**src/rtl/core/hswoc_pkg.sv**
```systemverilog
// ----------------------------------------------------------------------------
// hswoc_pkg: shared types and constants of the hashed record store.
// Holds the operation and status codes, record layout and controller states.
// ----------------------------------------------------------------------------
package hswoc_pkg;

  localparam int HomeBucketsDef   = 10;
  localparam int OverflowDepthDef = 64;

  localparam int NameW  = 160;
  localparam int EmailW = 240;

  typedef enum logic [1:0] {
    FUNC_INSERT = 2'd0,
    FUNC_LOOKUP = 2'd1,
    FUNC_UPDATE = 2'd2,
    FUNC_NONE   = 2'd3
  } func_t;

  typedef enum logic [2:0] {
    ST_STORED_HOME = 3'd0,
    ST_STORED_OVF  = 3'd1,
    ST_FOUND_HOME  = 3'd2,
    ST_FOUND_OVF   = 3'd3,
    ST_NOT_FOUND   = 3'd4,
    ST_OVF_FULL    = 3'd5
  } status_t;

  typedef enum logic [3:0] {
    S_IDLE,
    S_HASH,
    S_HOME_RD,
    S_HOME_CHK,
    S_OVF_RD,
    S_OVF_CHK,
    S_DONE
  } state_t;

  // Commands from the controller to the datapath.
  typedef struct packed {
    logic    load;        // capture the input word
    logic    hash_step;   // add one name byte into the bucket sum
    logic    home_read;   // read the home slot
    logic    ovf_read;    // read the overflow slot at the walk pointer
    logic    ovf_follow;  // move the walk pointer to the link just read
    logic    home_write;  // write a new record into the home slot
    logic    home_link;   // set the home slot's link to the new overflow slot
    logic    home_email;  // replace the email in the home slot
    logic    ovf_write;   // append a new record to the overflow area
    logic    ovf_link;    // set the link of the walked slot to the new slot
    logic    ovf_email;   // replace the email in the walked slot
    logic    result;      // drive a result word
    status_t st;
    logic    with_mail;
    logic    slot_ovf;    // report the walk pointer rather than the bucket
    logic    slot_new;    // report the newly allocated overflow slot
  } ctl_t;

  // Status from the datapath to the controller.
  typedef struct packed {
    func_t func;
    logic  hash_done;
    logic  home_used;
    logic  home_empty_name;
    logic  home_match;
    logic  home_has_next;
    logic  ovf_full;
    logic  ovf_match;
    logic  ovf_has_next;
    logic  ovf_next_ok;
    logic  walk_ok;
  } sts_t;

endpackage

```
**src/rtl/core/hswoc_ctrl.sv**
```systemverilog
// ----------------------------------------------------------------------------
// hswoc_ctrl: sequencer for hashing, home slot check and chain walk.
// Issues one command word per cycle to the datapath.
// ----------------------------------------------------------------------------
module hswoc_ctrl
  import hswoc_pkg::*;
(
  input  logic clk,
  input  logic rst,
  input  logic start,
  output logic busy,
  input  sts_t sts,
  output ctl_t ctl
);

  state_t state, state_next;
  logic   inserting, inserting_next;

  always_ff @(posedge clk) begin
    if (rst) begin
      state     <= S_IDLE;
      inserting <= 1'b0;
    end else begin
      state     <= state_next;
      inserting <= inserting_next;
    end
  end

  always_comb begin
    state_next     = state;
    inserting_next = inserting;
    ctl            = '0;
    ctl.st         = ST_NOT_FOUND;
    busy           = (state != S_IDLE);
    case (state)
      S_IDLE: begin
        if (start) begin
          ctl.load   = 1'b1;
          state_next = S_HASH;
        end
      end
      S_HASH: begin
        ctl.hash_step = 1'b1;
        if (sts.hash_done) state_next = S_HOME_RD;
      end
      S_HOME_RD: begin
        ctl.home_read = 1'b1;
        state_next    = S_HOME_CHK;
      end
      S_HOME_CHK: begin
        state_next = S_DONE;
        ctl.result = 1'b1;
        if (sts.func == FUNC_INSERT) begin
          if (!sts.home_used || sts.home_empty_name) begin
            ctl.home_write = 1'b1;
            ctl.st         = ST_STORED_HOME;
          end else if (sts.ovf_full) begin
            ctl.st = ST_OVF_FULL;
          end else if (!sts.home_has_next) begin
            ctl.ovf_write = 1'b1;
            ctl.home_link = 1'b1;
            ctl.st        = ST_STORED_OVF;
            ctl.slot_new  = 1'b1;
          end else begin
            ctl.result     = 1'b0;
            inserting_next = 1'b1;
            state_next     = S_OVF_RD;
          end
        end else if (sts.func == FUNC_NONE || !sts.home_used) begin
          ctl.st = ST_NOT_FOUND;
        end else if (sts.home_match) begin
          ctl.home_email = (sts.func == FUNC_UPDATE);
          ctl.st         = ST_FOUND_HOME;
          ctl.with_mail  = 1'b1;
        end else if (sts.home_has_next) begin
          ctl.result     = 1'b0;
          inserting_next = 1'b0;
          state_next     = S_OVF_RD;
        end
      end
      S_OVF_RD: begin
        ctl.ovf_read = 1'b1;
        state_next   = S_OVF_CHK;
      end
      S_OVF_CHK: begin
        if (inserting) begin
          if (sts.ovf_has_next && sts.ovf_next_ok && sts.walk_ok) begin
            ctl.ovf_follow = 1'b1;
            state_next     = S_OVF_RD;
          end else begin
            ctl.ovf_write = 1'b1;
            ctl.ovf_link  = 1'b1;
            ctl.result    = 1'b1;
            ctl.st        = ST_STORED_OVF;
            ctl.slot_new  = 1'b1;
            state_next    = S_DONE;
          end
        end else if (sts.ovf_match) begin
          ctl.ovf_email = (sts.func == FUNC_UPDATE);
          ctl.result    = 1'b1;
          ctl.st        = ST_FOUND_OVF;
          ctl.with_mail = 1'b1;
          ctl.slot_ovf  = 1'b1;
          state_next    = S_DONE;
        end else if (sts.ovf_has_next && sts.ovf_next_ok && sts.walk_ok) begin
          ctl.ovf_follow = 1'b1;
          state_next     = S_OVF_RD;
        end else begin
          ctl.result = 1'b1;
          ctl.st     = ST_NOT_FOUND;
          state_next = S_DONE;
        end
      end
      S_DONE: begin
        state_next = S_IDLE;
      end
      default: begin
        state_next = S_IDLE;
      end
    endcase
  end

endmodule

```
**config.mk**
```make
export PLATFORM = sky130hd
export DESIGN_NAME = hswoc_ctrl
export DESIGN_NICKNAME = d
export VERILOG_FILES = /design/src/rtl/core/hswoc_pkg.sv /design/src/rtl/core/hswoc_ctrl.sv
export SDC_FILE = /design/constraint.sdc
export NUM_CORES = 1
export LEC_CHECK = 0
export ABC_AREA = 0
export BUFFER_PORTS_ARGS = -buffer_cell sky130_fd_sc_hd__clkbuf_2
export CAP_MARGIN = 20
export CORE_AREA = 2 2 39 41
export CTS_BUF_LIST = sky130_fd_sc_hd__clkbuf_16
export CTS_CLUSTER_DIAMETER = 80
export DETAILED_ROUTE_END_ITERATION = 6
export DIE_AREA = 0 0 41 43
export PLACE_DENSITY = 0.82
export SETUP_SLACK_MARGIN = 0.3
export SYNTH_ARGS = -nofsm -noshare
export SYNTH_HDL_FRONTEND = slang
export SYNTH_SLANG_ARGS = --single-unit
```
**constraint.sdc**
```tcl
create_clock -name clk -period 2.05 [get_ports clk]
set_clock_uncertainty 0.1 [all_clocks]
set_input_delay 0.5125 -clock clk [delete_from_list [all_inputs] [get_ports clk]]
set_output_delay 0.5125 -clock clk [all_outputs]
set_load 0.02 [all_outputs]
```
==> flow_summary.ini, run 1 <==
[yosys]
post_synth_instance_area_um2 = 493.0
synth_cells = 72
synth_warnings = 0
synth_fp_nets = 87
avgSynthCellArea_um2 = 6.847
synth.yosys.seq_area_share_pct = 16.24
synth-seq-cells = 4
synth_cell_types = 34

[floorplan]
design.portCount = 34
floorplan.die.height_um = 43
start_util_pct = 35.62
dieWidth_um = 41
row_count = 14

[sta]
worstEpCategory = top-level output
timing.grt.repair.worst_endpoint = ctl[5]

[place]
port_buffers = 33
routability_driven_placement_congestion_ratio = 0.8590
dp_hpwl_mm = 1.204

[cts]
cts_inserted_buffers = 3
cts_hold_buffers = 0
cts-root-to-sink-buffers = 2
cts.sink_count = 4
buffer_cell_driving_the_clock_tree_root = sky130_fd_sc_hd__clkbuf_16
cts_h_tree_depth = 1

[global_route]
grt_max_degree = 10
antenna_found_initial = 0

[outcome]
error_line = [ERROR DPL-0033] detailed placement checks failed during check placement.
stop_stage = global routing (5_1_grt)
run_status = aborted with a tool error
through the flow:
stage | instance area (µm²) | hold WS, ns | TNS, ns | std cells | worst slack [ns]
after detailed placement | 770.7 | 0.4486 | -0.2104 | 126 | -0.07436
after global placement | 770.7 | 0.4238 | -0.1069 | 126 | -0.06578
after floorplan | 564.3 | 0.3682 | -0.02310 | 72 | -0.02310
after CTS | 1174 | 0.4124 | 0 | 140 | 0.009277
repair_timing:
action	4_1_cts
setup buffers	11
endpoints found under the hold margin	0
resized for setup	57
setup endpoints to repair	18
pin swaps	16
cloned	0
synth_stat cells, drive strengths merged:
| cell type | number | area, µm² |
|---|---|---|
| and3b | 1 | 8.760 |
| o2bb2ai | 1 | 8.760 |
| nor3b | 4 | 30.03 |
| and2b | 1 | 7.510 |
| nand2b | 4 | 25.02 |
| inv | 3 | 11.26 |
| nor2b | 2 | 12.51 |
| mux2i | 1 | 10.01 |
| a211oi | 1 | 7.510 |
| and2 | 1 | 6.260 |
| o32a | 1 | 10.01 |
| nor2 | 8 | 30.03 |
| nor3 | 5 | 30.03 |
| nand2 | 5 | 18.77 |
| o22ai | 1 | 6.260 |
| o21a | 1 | 7.510 |
| dfxtp | 4 | 80.08 |
| o211ai | 1 | 7.510 |
| o311ai | 2 | 17.52 |
| nand3b | 2 | 15.01 |
| or3 | 1 | 6.260 |
| a22o | 1 | 8.760 |
| or2 | 1 | 6.260 |
| buf | 7 | 46.29 |
| xor2 | 1 | 8.760 |
| a21oi | 3 | 15.01 |
| nor4 | 2 | 12.51 |
| o31a | 1 | 8.760 |
| nand3 | 4 | 20.02 |
| o21ai | 2 | 10.00 |
cell families after synthesis:
logic type,Yosys count,synth area share (%)
DFF,4,16.24
and+or+nand+nor,41,46.45
xor gates and xnor gates,1,1.777
muxes,1,2.031
AOI/OAI and AO/OA,15,21.83
buffers and inverters,10,11.67
==> run 2, diff against run 1 <==
==> config.mk (replaced) <==
export PLATFORM = sky130hd
export DESIGN_NAME = hswoc_ctrl
export DESIGN_NICKNAME = d
export VERILOG_FILES = /design/src/rtl/core/hswoc_pkg.sv /design/src/rtl/core/hswoc_ctrl.sv
export SDC_FILE = /design/constraint.sdc
export NUM_CORES = 1
export LEC_CHECK = 0
export ABC_AREA = 0
export BUFFER_PORTS_ARGS = -buffer_cell sky130_fd_sc_hd__clkbuf_2
export CAP_MARGIN = 20
export CORE_AREA = 2 2 63 65
export DETAILED_ROUTE_END_ITERATION = 6
export DIE_AREA = 0 0 65 67
export PLACE_DENSITY_LB_ADDON = 0.15
export SYNTH_ARGS = -nofsm -noshare
export SYNTH_HDL_FRONTEND = slang
export SYNTH_SLANG_ARGS = --single-unit
==> flow_summary.ini, run 2 <==
[setup_path]
crit_start = sts[11]
crit_path_top_delay_cell = sky130_fd_sc_hd__a22o_1
worst_path_most_repeated_cell = sky130_fd_sc_hd__clkbuf_8
critical_path.cell_chain = clkbuf_8, and2b_1, o311ai_2, a22o_1, clkbuf_8
critical_path.max_stage_delay_ns = 0.23
path_max_fanout = 7
worst-endpoint-required_ns = 1.44
timing.critical_path.buf_inv = 2
cp_data_arrival_time_ns = 1.42
setup.worst_path.class = input pin to output port
end_kind = output port
crit_family = compound AO/OA/AOI/OAI gates
crit_path_start_kind = input pin
critical_path.reg2reg.startpoint = state[2]

[layout]
drive_gt1_share_pct = 55.93
final_area_um2 = 929.6
nNetsFinal = 135
layout.filler_cells = 402
postLayoutCoreUtil_pct = 25.78
largest_register_ff_count = 3
layout_commonest_cell = sky130_fd_sc_hd__clkbuf_2
layout_common_cells = sky130_fd_sc_hd__clkbuf_2 (28), sky130_fd_sc_hd__buf_4 (19), sky130_fd_sc_hd__nor2_1 (8)
top_register = state
biggestRegsByFlops = state (3), inserting (1)
syn_to_final_growth_pct = 88.58
n_antenna_cell = 0

[sta]
max-slew-margin-rel_pct = 75.86
clock.fmax_mhz = 491.7
final.period_utilization_pct = 99.21
finalHoldViolCount = 0
hold_slack_ns = 0.4211
max_slew.worst_pin.slew_ns = 0.3594
report.final.slew_viol_count = 0
final_period_minus_worst_setup_slack_ns = 2.034
rsz0062_at_grt = yes
setup_slack_ns = 0.01624
report.final.setup_viol = 0

[cts]
tritoncts = yes
path_clk_slew_ns = 0.03
cts.sink_count = 4
cts_inserted_buffers = 3
clock_latency_late_sink_ns = 0.21
cts_h_tree_depth = 1
buffer_cell_driving_the_clock_tree_root = sky130_fd_sc_hd__clkbuf_8
cts-root-to-sink-buffers = 2

[global_route]
grt_max_degree = 8
globalRouteTotalUtil_pct = 7.895
first_global_vias = 616
globalRouteOverflowTotal = 0
antenna_found_initial = 0
wire_length_of_the_first_global_routing_pass_mm = 2.670

[place]
post_dp_cell_area_um2 = 797.0
dp_hpwl_mm = 1.387
dp_slack_ns = -0.08621
port_buffers = 33
routability_driven_placement_congestion_ratio = 0.7588

[power]
p_leak_nw = 0.4307
ir_drop_mv = 0.3038
power.density_nw_per_um2 = 451.9

[floorplan]
dieWidth_um = 65
row_count = 22
floorplan.die.height_um = 67
core_region_area_um2 = 3606
design.portCount = 34
start_util_pct = 13.67
fp.dieArea_um2 = 4355

[hold_path]
hold_path_startpoint = rst
holdCritPathClass = input pin to flip-flop

[yosys]
ys.flop_type = sky130_fd_sc_hd__dfxtp_1
yosysMostFrequentCell = sky130_fd_sc_hd__nor2_1
synthDominantAreaCellType = sky130_fd_sc_hd__dfxtp_1
synth_cells = 72
synth_warnings = 0
ys_top_cells_by_area = sky130_fd_sc_hd__dfxtp_1 (16%), sky130_fd_sc_hd__nor2_1 (6.1%), sky130_fd_sc_hd__nor3b_1 (6.1%), sky130_fd_sc_hd__nand2b_1 (5.1%), sky130_fd_sc_hd__buf_2 (4.1%)
asyncSetResetFlopFracSynth_pct = 0
synth_cell_types = 34
synth_edf_count = 0
synth.yosys.seq_area_share_pct = 16.24
yosys.area.top_type_share_pct = 16.24
synthTopCellsByCount = sky130_fd_sc_hd__nor2_1 (8), sky130_fd_sc_hd__nand2_1 (5)
synth_fp_nets = 87
synth-seq-cells = 4
post_synth_instance_area_um2 = 493.0
avgSynthCellArea_um2 = 6.847

[drt]
totalWireLength_mm = 1.642
post_drt_via_cell_ratio = 4.030
first_iter_violations = 6
remaining_drc_errors = 0
count_of_antenna_violating_nets_left_after_detailed_routing = 0
drt_pre_antenna_iters = 2
post_drt_wl_per_cell_um = 9.892
vias = 669

[outcome]
run_status = complete, no violations

[job]
max-cap-violations = 0
run 2: cell counts after synthesis:
Identical to the previous run, type by type.
run 2: cell families after synthesis:
logic type	synth area share [%]
compound gates	21.83
xor+xnor	1.777
buf+inv	11.67
flops	16.24
mux	2.031
simple gates	46.45
run 2: stage by stage:
| step | cells | power, W | setup TNS (ns) |
|---|---|---|---|
| after floorplan | 72 | 0.0001805 | -0.07459 |
| after global placement | 160 | 0.0002473 | -0.1386 |
| after detailed placement | 160 | 0.0002446 | -0.2040 |
| after CTS | 164 | 0.0004167 | 0 |
| after global routing | 166 | 0.0004493 | -0.1413 |
| final | 166 | 0.0004201 | 0 |
run 2: worst paths after layout:
path / endpoint / slack (ns) / depth (start not counted)
setup / recovery: ctl[6] / 0.02 / 5
hold / removal: state[0] / 0.42 / 2
setup reg to reg: state[1] / 0.51 / 4
hold reg to reg: inserting / 0.43 / 2
run 2: power by group:
group / internal (W) / total (W) / leakage (nW) / switching (W)
clock network: 0.000125 / 0.000160 / 0.0216 / 0.0000352
registers: 0.0000851 / 0.0000923 / 0.0330 / 0.00000727
logic: 0.0000798 / 0.000168 / 0.376 / 0.0000881
total: 0.000290 / 0.000420 / 0.431 / 0.000131
run 2: worst reg2reg max path, delay by kind of cell (launching register included):
| family | cells | cell delay, ns |
|---|---|---|
| DFF | 1 | 0.37 |
| buffers and inverters | 1 | 0.14 |
| and+or+nand+nor | 1 | 0.26 |
| AOI/OAI and AO/OA | 2 | 0.55 |
run 2: final cells by class:
type                            count  area (µm²)  area share (%)
Tap cell                           48       60.06           6.460
Timing Repair Buffer               50       317.8           34.19
Inverter                            3       11.26           1.211
Multi-Input combinational cell     58       417.9           44.95
Sequential cell                     4       81.33           8.748
Clock buffer                        3       41.29           4.441
run 2: metal layers:
| layer | share of wire, % | GRT usage [%] |
|---|---|---|
| met2 | 55 | 14.69 |
| met1 | 41 | 8.635 |
| met4 | 0.49 | 1.596 |
| met5 | 0 | 0 |
| met3 | 3.8 | 2.703 |
run 2: timing repair:
action	in CTS	in global routing
buffers inserted	1	2
hold buffers	0	0
pin swaps	1	2
gates resized for setup	11	9
setup endpoints to repair	4	6
No activity file was read; power rests on OpenSTA's default activity.
